### config.mk
export PLATFORM = sky130hd
export DESIGN_NAME = dual_step_dir_pulse_generator
export DESIGN_NICKNAME = d
export VERILOG_FILES = /design/src/hdl/dsdpg_pkg.sv /design/src/hdl/dsdpg_div.sv /design/src/hdl/dsdpg_wheel.sv /design/src/hdl/dual_step_dir_pulse_generator.sv
export SDC_FILE = /design/constraint.sdc
export NUM_CORES = 1
export LEC_CHECK = 0
export ABC_CLOCK_PERIOD_IN_PS = 4000
export BUFFER_PORTS_ARGS = -buffer_cell sky130_fd_sc_hd__buf_2
export CAP_MARGIN = 15
export CORE_ASPECT_RATIO = 1.4
export CORE_MARGIN = 4
export CORE_UTILIZATION = 45
export DETAILED_ROUTE_END_ITERATION = 12
export PLACE_DENSITY = 0.64
export SETUP_SLACK_MARGIN = 0.3
export SLEW_MARGIN = 20
export SYNTH_ARGS = -nofsm -noshare
export SYNTH_HDL_FRONTEND = slang
export SYNTH_SLANG_ARGS = --single-unit
### constraint.sdc
create_clock -name clk -period 4 [get_ports clk]
set_input_delay 0.6 -clock clk [delete_from_list [all_inputs] [get_ports clk]]
set_output_delay 0.6 -clock clk [all_outputs]
set_load 0.02 [all_outputs]
### src/hdl/dsdpg_pkg.sv
// Shared types and constants of the dual step/dir pulse generator.
// Used by the divider, the wheel channel, the top level and the checker.
package dsdpg_pkg;

	localparam int POSITION_WIDTH_DEF = 32;
	localparam int PERIOD_WIDTH_DEF   = 24;
	localparam int SPEED_WIDTH_DEF    = 16;

	localparam int TICK_WIDTH     = 24;
	localparam int DEADBAND_WIDTH = 10;
	localparam int APB_DATA_WIDTH = 32;
	localparam int APB_ADDR_WIDTH = 4;

	localparam logic                      REVERSE_LEFT_RST  = 1'b1;
	localparam logic                      REVERSE_RIGHT_RST = 1'b0;
	localparam logic [DEADBAND_WIDTH-1:0] DEADBAND_RST      = 10'd10;
	localparam logic [TICK_WIDTH-1:0]     TICK_RATE_RST     = 24'd1000000;

	// Item modes.
	localparam logic [1:0] MODE_TICK  = 2'd0;
	localparam logic [1:0] MODE_SET   = 2'd1;
	localparam logic [1:0] MODE_CLEAR = 2'd2;

	// Register indexes, taken from paddr[3:2].
	localparam logic [1:0] REG_REVERSE_LEFT  = 2'd0;
	localparam logic [1:0] REG_REVERSE_RIGHT = 2'd1;
	localparam logic [1:0] REG_DEADBAND      = 2'd2;
	localparam logic [1:0] REG_TICK_RATE     = 2'd3;

	typedef struct packed {
		logic tick;
		logic set;
		logic clear;
	} wheel_cmd_t;

	typedef struct packed {
		logic step;
		logic dir;
		logic running;
		logic busy;
	} wheel_stat_t;

endpackage

### src/hdl/dsdpg_div.sv
// Restoring divider that produces one quotient bit per cycle.
// Depends on dsdpg_pkg for its default widths, TICK_WIDTH and SPEED_WIDTH_DEF.
module dsdpg_div import dsdpg_pkg::*; #(
	parameter int NUM_WIDTH = TICK_WIDTH,
	parameter int DEN_WIDTH = SPEED_WIDTH_DEF + 1
) (
	input  logic                 clk,
	input  logic                 arst_n,
	input  logic                 start,
	input  logic [NUM_WIDTH-1:0] num,
	input  logic [DEN_WIDTH-1:0] den,
	output logic                 busy,
	output logic                 done,
	output logic [NUM_WIDTH-1:0] quot
);

	localparam int CW = (NUM_WIDTH > 1) ? $clog2(NUM_WIDTH) : 1;

	logic [NUM_WIDTH-1:0] nq_q;
	logic [DEN_WIDTH-1:0] rem_q;
	logic [DEN_WIDTH-1:0] den_q;
	logic [CW-1:0]        cnt_q;
	logic                 busy_q;
	logic                 done_q;
	logic [DEN_WIDTH:0]   rem_sh;
	logic [DEN_WIDTH:0]   diff;

	// The dividend shifts out at the top while quotient bits enter at the bottom.
	assign rem_sh = {rem_q, nq_q[NUM_WIDTH-1]};
	assign diff   = rem_sh - {1'b0, den_q};

	always_ff @(posedge clk or negedge arst_n) begin
		if (!arst_n) begin
			busy_q <= 1'b0;
			done_q <= 1'b0;
			cnt_q  <= '0;
		end else begin
			done_q <= 1'b0;
			if (start) begin
				busy_q <= 1'b1;
				cnt_q  <= CW'(NUM_WIDTH - 1);
			end else if (busy_q) begin
				if (cnt_q == '0) begin
					busy_q <= 1'b0;
					done_q <= 1'b1;
				end else begin
					cnt_q <= cnt_q - CW'(1);
				end
			end
		end
	end

	always_ff @(posedge clk) begin
		if (start) begin
			nq_q  <= num;
			rem_q <= '0;
			den_q <= den;
		end else if (busy_q) begin
			if (!diff[DEN_WIDTH]) begin
				rem_q <= diff[DEN_WIDTH-1:0];
				nq_q  <= {nq_q[NUM_WIDTH-2:0], 1'b1};
			end else begin
				rem_q <= rem_sh[DEN_WIDTH-1:0];
				nq_q  <= {nq_q[NUM_WIDTH-2:0], 1'b0};
			end
		end
	end

	assign busy = busy_q;
	assign done = done_q;
	assign quot = nq_q;

endmodule

### src/hdl/dsdpg_wheel.sv
// One wheel channel: speed decode, half-period divider, pulse timer and position.
// Depends on dsdpg_pkg and dsdpg_div.
module dsdpg_wheel import dsdpg_pkg::*; #(
	parameter int POSITION_WIDTH = POSITION_WIDTH_DEF,
	parameter int PERIOD_WIDTH   = PERIOD_WIDTH_DEF,
	parameter int SPEED_WIDTH    = SPEED_WIDTH_DEF
) (
	input  logic                      clk,
	input  logic                      arst_n,
	input  wheel_cmd_t                cmd,
	input  logic [SPEED_WIDTH-1:0]    speed,
	input  logic                      reverse,
	input  logic [DEADBAND_WIDTH-1:0] deadband,
	input  logic [TICK_WIDTH-1:0]     tick_rate,
	output wheel_stat_t               stat,
	output logic [POSITION_WIDTH-1:0] pos
);

	localparam int DBW = (SPEED_WIDTH > DEADBAND_WIDTH) ? SPEED_WIDTH : DEADBAND_WIDTH;
	localparam int QW  = (TICK_WIDTH > PERIOD_WIDTH) ? TICK_WIDTH : PERIOD_WIDTH;
	localparam logic [PERIOD_WIDTH-1:0] PMAX = {PERIOD_WIDTH{1'b1}};

	logic [SPEED_WIDTH-1:0]    mag;
	logic                      neg;
	logic                      below;
	logic                      div_start;
	logic                      div_busy;
	logic                      div_done;
	logic [TICK_WIDTH-1:0]     quot;
	logic [QW-1:0]             quot_ext;
	logic [PERIOD_WIDTH-1:0]   hp_sat;
	logic [PERIOD_WIDTH:0]     count_next;

	logic [PERIOD_WIDTH-1:0]   count_q;
	logic [PERIOD_WIDTH-1:0]   hp_q;
	logic                      running_q;
	logic                      step_q;
	logic                      backward_q;
	logic                      dir_q;
	logic [POSITION_WIDTH-1:0] pos_q;

	// The most negative speed negates to itself, which read unsigned is its magnitude.
	assign neg       = speed[SPEED_WIDTH-1];
	assign mag       = neg ? (~speed + SPEED_WIDTH'(1)) : speed;
	assign below     = DBW'(mag) < DBW'(deadband);
	assign div_start = cmd.set && !below && (mag != '0);

	dsdpg_div #(
		.NUM_WIDTH(TICK_WIDTH),
		.DEN_WIDTH(SPEED_WIDTH + 1)
	) u_div (
		.clk   (clk),
		.arst_n(arst_n),
		.start (div_start),
		.num   (tick_rate),
		.den   ({mag, 1'b0}),
		.busy  (div_busy),
		.done  (div_done),
		.quot  (quot)
	);

	assign quot_ext   = QW'(quot);
	assign hp_sat     = (quot_ext > QW'(PMAX)) ? PMAX : quot_ext[PERIOD_WIDTH-1:0];
	assign count_next = {1'b0, count_q} + (PERIOD_WIDTH + 1)'(1);

	always_ff @(posedge clk or negedge arst_n) begin
		if (!arst_n) begin
			count_q    <= '0;
			hp_q       <= '0;
			running_q  <= 1'b0;
			step_q     <= 1'b0;
			backward_q <= 1'b0;
			dir_q      <= 1'b0;
			pos_q      <= '0;
		end else begin
			if (cmd.set) begin
				if (below) begin
					running_q <= 1'b0;
				end else begin
					backward_q <= neg;
					dir_q      <= reverse ? neg : (!neg && (mag != '0));
					// A zero speed that passes the deadband runs at the longest period.
					if (mag == '0) begin
						hp_q      <= PMAX;
						running_q <= 1'b1;
					end
				end
			end
			if (div_done) begin
				hp_q      <= hp_sat;
				running_q <= 1'b1;
			end
			if (cmd.tick && running_q) begin
				if (count_next >= {1'b0, hp_q}) begin
					count_q <= '0;
					step_q  <= !step_q;
					if (!step_q) begin
						pos_q <= pos_q + (backward_q ? {POSITION_WIDTH{1'b1}}
						                             : POSITION_WIDTH'(1));
					end
				end else begin
					count_q <= count_next[PERIOD_WIDTH-1:0];
				end
			end
			if (cmd.clear) begin
				pos_q <= '0;
			end
		end
	end

	assign stat.step    = step_q;
	assign stat.dir     = dir_q;
	assign stat.running = running_q;
	assign stat.busy    = div_busy || div_done;
	assign pos          = pos_q;

endmodule

### src/hdl/dual_step_dir_pulse_generator.sv
// Dual-wheel step/dir pulse generator: APB registers, item sequencer, result register.
// Depends on dsdpg_pkg and dsdpg_wheel.
//
// Usage: each input transaction on in_valid/in_ready carries a mode. A tick advances
// both running pulse timers, a set command loads new signed speeds for both wheels,
// a clear zeroes both positions, and the unused mode only reports the state. Every
// input transaction produces exactly one output transaction on out_valid/out_ready
// with the pin levels, positions and timer states after the item took effect.
// Tick, clear and report items go from the idle state straight to the done state, and
// their result is registered from there. A set item first waits in the divide state:
// the two per-wheel restoring dividers run in parallel and form one bit of the 24-bit
// half-period quotient per cycle, and the result is registered once both have finished.
// One item is in work at a time, so the input is not ready for the next item until the
// result of the last one has been loaded into the output register.
// A finished result waits in the output register; the next item is still accepted and
// worked on, but its result is held until the receiver takes the waiting one.
// Reset clears both wheels, the positions and the output valid flag and restores the
// register defaults (left reversed, deadband 10, 1000000 ticks per second).
module dual_step_dir_pulse_generator import dsdpg_pkg::*; #(
	parameter int POSITION_WIDTH = POSITION_WIDTH_DEF,
	parameter int PERIOD_WIDTH   = PERIOD_WIDTH_DEF,
	parameter int SPEED_WIDTH    = SPEED_WIDTH_DEF
) (
	input  logic                             clk,
	input  logic                             arst_n,
	input  logic                             psel,
	input  logic                             penable,
	input  logic                             pwrite,
	input  logic [APB_ADDR_WIDTH-1:0]        paddr,
	input  logic [APB_DATA_WIDTH-1:0]        pwdata,
	output logic [APB_DATA_WIDTH-1:0]        prdata,
	output logic                             pready,
	input  logic                             in_valid,
	output logic                             in_ready,
	input  logic [1:0]                       mode,
	input  logic signed [SPEED_WIDTH-1:0]    left_speed,
	input  logic signed [SPEED_WIDTH-1:0]    right_speed,
	output logic                             out_valid,
	input  logic                             out_ready,
	output logic                             step_left_pin,
	output logic                             dir_left_pin,
	output logic                             step_right_pin,
	output logic                             dir_right_pin,
	output logic signed [POSITION_WIDTH-1:0] steps_left,
	output logic signed [POSITION_WIDTH-1:0] steps_right,
	output logic                             left_active,
	output logic                             right_active
);

	localparam logic [1:0] ST_IDLE = 2'd0;
	localparam logic [1:0] ST_DIV  = 2'd1;
	localparam logic [1:0] ST_DONE = 2'd2;

	logic [1:0]                state_q;
	logic [1:0]                state_d;
	logic                      rev_l_q;
	logic                      rev_r_q;
	logic [DEADBAND_WIDTH-1:0] deadband_q;
	logic [TICK_WIDTH-1:0]     tick_rate_q;
	logic                      cfg_wr;
	logic                      accept;
	logic                      load;
	wheel_cmd_t                cmd;
	wheel_stat_t               stat_l;
	wheel_stat_t               stat_r;
	logic [POSITION_WIDTH-1:0] pos_l;
	logic [POSITION_WIDTH-1:0] pos_r;

	logic                      out_valid_q;
	logic                      step_l_q;
	logic                      dir_l_q;
	logic                      step_r_q;
	logic                      dir_r_q;
	logic [POSITION_WIDTH-1:0] pos_l_q;
	logic [POSITION_WIDTH-1:0] pos_r_q;
	logic                      act_l_q;
	logic                      act_r_q;

	// Configuration registers.
	assign pready = 1'b1;
	assign cfg_wr = psel && penable && pwrite && pready;

	always_ff @(posedge clk or negedge arst_n) begin
		if (!arst_n) begin
			rev_l_q     <= REVERSE_LEFT_RST;
			rev_r_q     <= REVERSE_RIGHT_RST;
			deadband_q  <= DEADBAND_RST;
			tick_rate_q <= TICK_RATE_RST;
		end else if (cfg_wr) begin
			unique case (paddr[3:2])
				REG_REVERSE_LEFT:  rev_l_q     <= pwdata[0];
				REG_REVERSE_RIGHT: rev_r_q     <= pwdata[0];
				REG_DEADBAND:      deadband_q  <= pwdata[DEADBAND_WIDTH-1:0];
				REG_TICK_RATE:     tick_rate_q <= pwdata[TICK_WIDTH-1:0];
			endcase
		end
	end

	always_comb begin
		unique case (paddr[3:2])
			REG_REVERSE_LEFT:  prdata = APB_DATA_WIDTH'(rev_l_q);
			REG_REVERSE_RIGHT: prdata = APB_DATA_WIDTH'(rev_r_q);
			REG_DEADBAND:      prdata = APB_DATA_WIDTH'(deadband_q);
			REG_TICK_RATE:     prdata = APB_DATA_WIDTH'(tick_rate_q);
		endcase
	end

	// Item sequencer.
	assign in_ready  = (state_q == ST_IDLE);
	assign accept    = in_valid && in_ready;
	assign cmd.tick  = accept && (mode == MODE_TICK);
	assign cmd.set   = accept && (mode == MODE_SET);
	assign cmd.clear = accept && (mode == MODE_CLEAR);
	assign load      = (state_q == ST_DONE) && (!out_valid_q || out_ready);

	always_comb begin
		state_d = state_q;
		unique case (state_q)
			ST_IDLE: begin
				if (accept) begin
					state_d = (mode == MODE_SET) ? ST_DIV : ST_DONE;
				end
			end
			ST_DIV: begin
				if (!stat_l.busy && !stat_r.busy) begin
					state_d = ST_DONE;
				end
			end
			ST_DONE: begin
				if (load) begin
					state_d = ST_IDLE;
				end
			end
			default: state_d = ST_IDLE;
		endcase
	end

	always_ff @(posedge clk or negedge arst_n) begin
		if (!arst_n) begin
			state_q <= ST_IDLE;
		end else begin
			state_q <= state_d;
		end
	end

	dsdpg_wheel #(
		.POSITION_WIDTH(POSITION_WIDTH),
		.PERIOD_WIDTH  (PERIOD_WIDTH),
		.SPEED_WIDTH   (SPEED_WIDTH)
	) u_wheel_left (
		.clk      (clk),
		.arst_n   (arst_n),
		.cmd      (cmd),
		.speed    (left_speed),
		.reverse  (rev_l_q),
		.deadband (deadband_q),
		.tick_rate(tick_rate_q),
		.stat     (stat_l),
		.pos      (pos_l)
	);

	dsdpg_wheel #(
		.POSITION_WIDTH(POSITION_WIDTH),
		.PERIOD_WIDTH  (PERIOD_WIDTH),
		.SPEED_WIDTH   (SPEED_WIDTH)
	) u_wheel_right (
		.clk      (clk),
		.arst_n   (arst_n),
		.cmd      (cmd),
		.speed    (right_speed),
		.reverse  (rev_r_q),
		.deadband (deadband_q),
		.tick_rate(tick_rate_q),
		.stat     (stat_r),
		.pos      (pos_r)
	);

	// Result register: a snapshot of both wheels once the item has fully taken effect.
	always_ff @(posedge clk or negedge arst_n) begin
		if (!arst_n) begin
			out_valid_q <= 1'b0;
		end else if (load) begin
			out_valid_q <= 1'b1;
		end else if (out_ready) begin
			out_valid_q <= 1'b0;
		end
	end

	always_ff @(posedge clk) begin
		if (load) begin
			step_l_q <= stat_l.step;
			dir_l_q  <= stat_l.dir;
			step_r_q <= stat_r.step;
			dir_r_q  <= stat_r.dir;
			pos_l_q  <= pos_l;
			pos_r_q  <= pos_r;
			act_l_q  <= stat_l.running;
			act_r_q  <= stat_r.running;
		end
	end

	assign out_valid      = out_valid_q;
	assign step_left_pin  = step_l_q;
	assign dir_left_pin   = dir_l_q;
	assign step_right_pin = step_r_q;
	assign dir_right_pin  = dir_r_q;
	assign steps_left     = pos_l_q;
	assign steps_right    = pos_r_q;
	assign left_active    = act_l_q;
	assign right_active   = act_r_q;

endmodule

**Word-level counts from Yosys, hierarchy flattened**

Index checks and enable logic that the tools add are counted.

- Register bits: 405
- Output and inout bits: 105
- Word-level logic and storage cells: 211

- $add $sub $neg: 10
- Magnitude comparators: 6
- Eq/ne operators: 16
- Multiplexer cells: 68
- Bitwise gates (word level): 4
- Reductions and logical operators: 67

Operators with widths:

| kind | number |
|---|---|
| two-way mux 24 bit | 16 |
| two-way mux 32 bit | 10 |
| case mux 32 bit (4 select lines) | 1 |
| adder 32 bit | 2 |
| adder 24 x 1 -> 25 bit (second input constant) | 2 |
| greater-or-equal comparator 25 x 24 -> 1 bit | 2 |
| > comparator 24 bit (second input constant) | 2 |
| subtractor 18 x 17 -> 18 bit | 2 |
| two-way mux 17 bit | 2 |
| adder 16 x 1 -> 16 bit (second input constant) | 2 |
| logical NOT 16 bit | 2 |
| less-than comparator 16 x 10 -> 1 bit | 2 |
| two-way mux 16 bit | 2 |
| NOT 16 bit | 2 |
| nonzero test 16 bit | 2 |
| two-way mux 5 bit | 6 |
| two-way mux 1 bit | 26 |
| AND reduction 2 bit | 12 |
| nonzero test 2 bit | 11 |
| logical AND 1 bit | 16 |
| AND reduction 3 bit | 5 |
| inequality test 2 bit (second input constant) | 6 |
| logical NOT 5 bit | 2 |
| subtractor 5 x 1 -> 5 bit (second input constant) | 2 |
| 10 further kinds | 34 |

**Depth between registers and ports, before layout**

- Word-level depth: 9
- Depth in mapped cells: 20
- Depth with buffers taken out: 19

**By module**

Synthesis repeated with hierarchy kept, for this count alone.

- Cells, all modules: 2,434
- Area, all modules: 24,537.3 um^2

Modules (own cells, without submodules):

| module | times used | cells each | area each (um^2) |
|---|---|---|---|
| dsdpg_div | 2 | 334 | 3,588.4 |
| dsdpg_wheel at u_wheel_right | 1 | 797 | 6,698.9 |
| dsdpg_wheel at u_wheel_left | 1 | 748 | 6,605.1 |
| dual_step_dir_pulse_generator | 1 | 221 | 4,056.4 |

**Worst setup path after synthesis**

No wires, ideal clock.

- Path type: input-to-reg
- Start point: in out_ready
- End point: reg dir_l_q, in the netlist dir_left_pin, enable pin
- Arrival: 4,044 ps
- Required time: 3,479 ps
- Slack: -566 ps
- Cell stages on the path: 2
- Path through: inv_1 a21oi_1

- Cells in the longest elaborated chain, start to end: 2

Ends and longest elaborated chain:

| what | line | source |
|---|---|---|
| from (decl) | dual_step_dir_pulse_generator.sv:39 | `input logic out_ready,` |
| logical OR 1 bit | dual_step_dir_pulse_generator.sv:114 | `assign load = (state_q == ST_DONE) && (!out_valid_q \|\| out_ready);` |
| logical AND 1 bit | dual_step_dir_pulse_generator.sv:114 |  |
| net load | dual_step_dir_pulse_generator.sv:62 | `logic load;` |
| to (signal assigned) | dual_step_dir_pulse_generator.sv:192 | `dir_l_q <= stat_l.dir;` |
| to (decl) | dual_step_dir_pulse_generator.sv:71 | `logic dir_l_q;` |

The timed path passes the listed nets, and every way through them passes these cells.
A chain may end at the register's enable or synchronous reset.

**Final worst setup path**

- Start point: reg u_wheel_left.count_q[4]
- End point: reg u_wheel_left.pos_q[3], in the netlist u_wheel_left.pos[3]

- Cells in the longest elaborated chain, start to end: 4

Ends and longest elaborated chain:

| what | line | source |
|---|---|---|
| from (decl) | dsdpg_wheel.sv:34 | `logic [PERIOD_WIDTH-1:0] count_q;` |
| from (signal assigned) | dsdpg_wheel.sv:102 | `count_q <= count_next[PERIOD_WIDTH-1:0];` |
| adder 24 x 1 -> 25 bit | dsdpg_wheel.sv:64 | `assign count_next = {1'b0, count_q} + (PERIOD_WIDTH + 1)'(1);` |
| greater-or-equal comparator 25 x 24 -> 1 bit | dsdpg_wheel.sv:94 | `if (count_next >= {1'b0, hp_q}) begin` |
| nonzero test 2 bit (no source line) | -- |  |
| AND reduction 3 bit (no source line) | -- |  |
| to (signal assigned) | dsdpg_wheel.sv:98 | `pos_q <= pos_q + (backward_q ? {POSITION_WIDTH{1'b1}}` |
| to (decl) | dsdpg_wheel.sv:40 | `logic [POSITION_WIDTH-1:0] pos_q;` |

No other way between the ends.

==> run metrics <==
status complete, no violations; Initial DRC Count about 910; worst path arrival time ~4.2 ns; core area 52100 um2; CTS HTree Levels 2; Final Critical Period 3.72 ns; TritonCTS buffer count 43; Fmax achieved 269 MHz; CTS Sinks a little over 400; RSZ-0062 raised after global routing true; most frequent cells in the layout 208 x dfrtp_1, 196 x nand2_1, 181 x inv_1; root buf cell clkbuf_16; post-layout util around 55%; #FFs+latches synth slightly above 400; Final Cycle Share ~93%; Async S/R FF share, synth a little over half; Clk pin slew, worst setup/hold paths about 0.060 ns; max cap viols 0; relative slew slack between 30% and 40%; Die Ht 280 um; placed wire-length estimate around 41000 um; sequential fraction of the synthesis area around 45%; Synth Flop Type dfrtp_1; CP startpoint u_wheel_left.count_q[4]; dpl cells roughly 3.2k; reg-to-reg endpoint u_wheel_left.pos[3]; CP startpoint kind flop; Reg2Reg Depth 17; Max Slew Vio Count 0; Final #Nets 2888; Unique masters post-synth about 90; IO Port Bufs about 160; Sw Share between 30% and 40%; Routed WL a little under 60000 um; most common cell after layout, fill and taps aside dfrtp_1; Synth Instances 2402; area delta synth->final 20.9%; CTS tree built; fin cells approximately 3.4k; vias in the first global route about 18k; DR WL/cell 17.4 um; register share of total power around 36%; GRT Overall Usage roughly a fifth; Worst-Margin Slew 1.04 ns; worst flop-to-flop path startpoint u_wheel_left.count_q[4]; maximum fanout along the worst path 8; Clock Power Share about a fifth; Ys Warns 0; initial antenna violation count 1; routability-driven placement congestion ratio roughly 0.9; DR vias/cell 5.49; Ports about 180; final hold viol count 0; DR vias between 15k and 20k; Psw ~7400 uW; DRC Markers 0; Internal ~12000 uW; worst hold path type in -> async; total gr overflow 0; combinational share of power between 40% and 50%; Diodes inserted 0; Initial Utilization 45.5%; P_leak 0.0129 uW; EDFF count, synth 150; ANT nets after route 0; leading post-synthesis cells by cell area dfrtp_1 22%, edfxtp_1 19%, ha_1 8.8%, o21ai_0 4.1%, xnor2_1 3.4%; share of cells above drive strength 1 23.8%; Synth Cell Area 23700 um2; Longest Clk Path Bufs 3; first-pass GRT wire length roughly 90000 um; die area 56500 um2; Fin Clk Skew about 0.023 ns; Setup crit end kind flop; drt first pass iters 5; Clock Latency Late Sink between 0.5 and 0.6 ns; Syn Area/Cell between 9 and 10 um2; biggest area consumer among synthesized cells dfrtp_1; top cell type's share of synthesized area about 22%; r2r setup slk 0.28 ns; largest net degree at the start of global routing approximately 110; row cnt between 90 and 100; CTS hold repair buffers 0; power per cell area between 600 and 700 nW/um2; Die X approximately 200 um; critical path type reg -> reg; Max VDD drop around 570 uV; Crit path required time around 4.4 ns; Final Setup Violations 0
[critical path, stage by stage (launching register included)]
cell and delay [ns]:
dfrtp_1 0.35, and3_4 0.20, and3_4 0.19, and3_4 0.21, and3_4 0.23, and3_4 0.24
nand3_4 0.10, xnor2_2 0.16, ha_1 0.31, nand3_2 0.10, nor4_2 0.29, a221oi_2 0.12
o211ai_2 0.13, nor2_4 0.10, or3_4 0.50, clkbuf_16 0.20, nand3_2 0.09, o31ai_4 0.07
[stage by stage]
step | power, uW | area (um2) | hold WS [ns] | worst slack, ns | TNS (ns)
after global routing | 20600 | 28700 | 0.159 | 0.134 | 0
after detailed placement | 14800 | 25600 | 0.448 | -0.136 | -0.485
after floorplan | 12600 | 23800 | 0.304 | 0.315 | 0
after CTS | 19000 | 27200 | 0.115 | 0.295 | 0
final | 19300 | 28700 | 0.0722 | 0.277 | 0
after global placement | 14500 | 25600 | 0.438 | 0.00778 | 0
[cells by family after synthesis]
| kind of cell | count (synthesis) | synth area share [%] |
|---|---|---|
| simple gates | 708 | 15.1 |
| flops | 405 | 45.2 |
| xor+xnor | 147 | 5.43 |
| fa+ha+maj | 171 | 9.15 |
| mux | 76 | 3.49 |
| other cells | 2 | 0.0317 |
| compound gates | 609 | 16.5 |
| buf+inv | 284 | 5.10 |
[state kept, by name, indices dropped and copies added (netlist names), 32 cells and up]
signal and flops:
u_wheel_left.pos 32, u_wheel_right.pos 32, steps_left 32, steps_right 32
[power by group through the flow]
stage / sequential, uW / clock (uW) / combinational (uW)
2_1_floorplan: 6980 / 0 / 5570
3_3_place_gp: 6840 / 0 / 7630
3_5_place_dp: 6890 / 0 / 7890
4_1_cts: 6820 / 4210 / 8010
5_1_grt: 7000 / 4360 / 9240
6_report: 6830 / 4110 / 8300
[routing by layer]
metal	wire length [um]	track usage [%]	vias up
met5	0	0	-
met4	1970	6.35	0
met3	1870	2.40	113
met2	31500	36.6	366
met1	23700	22.5	9028
li1	-	-	9050
[cells in the mapped netlist (all sizes together) (13+ instances only)]
cell type and instances:
clkbuf 72, o21ai 215, nand3 109, nand2b 36, o21a 18, a21o 57
xnor2 93, nand4 22, nand2 200, dfxtp 34, nor2b 36, mux2i 34
mux2 41, nor3 42, a211oi 44, o21bai 13, edfxtp 150, dfrtp 211
a21oi 146, buf 29, nor2 156, o31ai 26, a31oi 17, xor2 54
inv 181, and3 46, ha 167
[worst max-delay path by stage]
stage                     slack (ns)                  endpoint  cells after the start
after floorplan                 0.32      u_wheel_left.pos[15]                     18
after global placement         0.008  u_wheel_left.count_q[14]                     16
after detailed placement       -0.14  u_wheel_left.count_q[23]                     16
after CTS                       0.30      u_wheel_right.pos[2]                     22
after global routing            0.13      u_wheel_left.pos[31]                     17
final                           0.28       u_wheel_left.pos[3]                     17
[what timing repair did]
item                       in CTS  in global routing
gates cloned                    0                 16
buffers inserted                6                 36
resized for setup              22                213
pin swaps                       6                 52
hold endpoints to repair        0                  0
setup endpoints to repair      92                130
[area by class of cell]
type	instances	area [um2]
clock inverters	24	236
flip-flops and latches	405	10700
clock buffers	56	1220
repair buffers	288	2170
well taps	707	885
inverters	181	679
multi-input cells	1721	12700
fillers	4511	23500
Note: power is estimated with default switching activity, not from simulation.
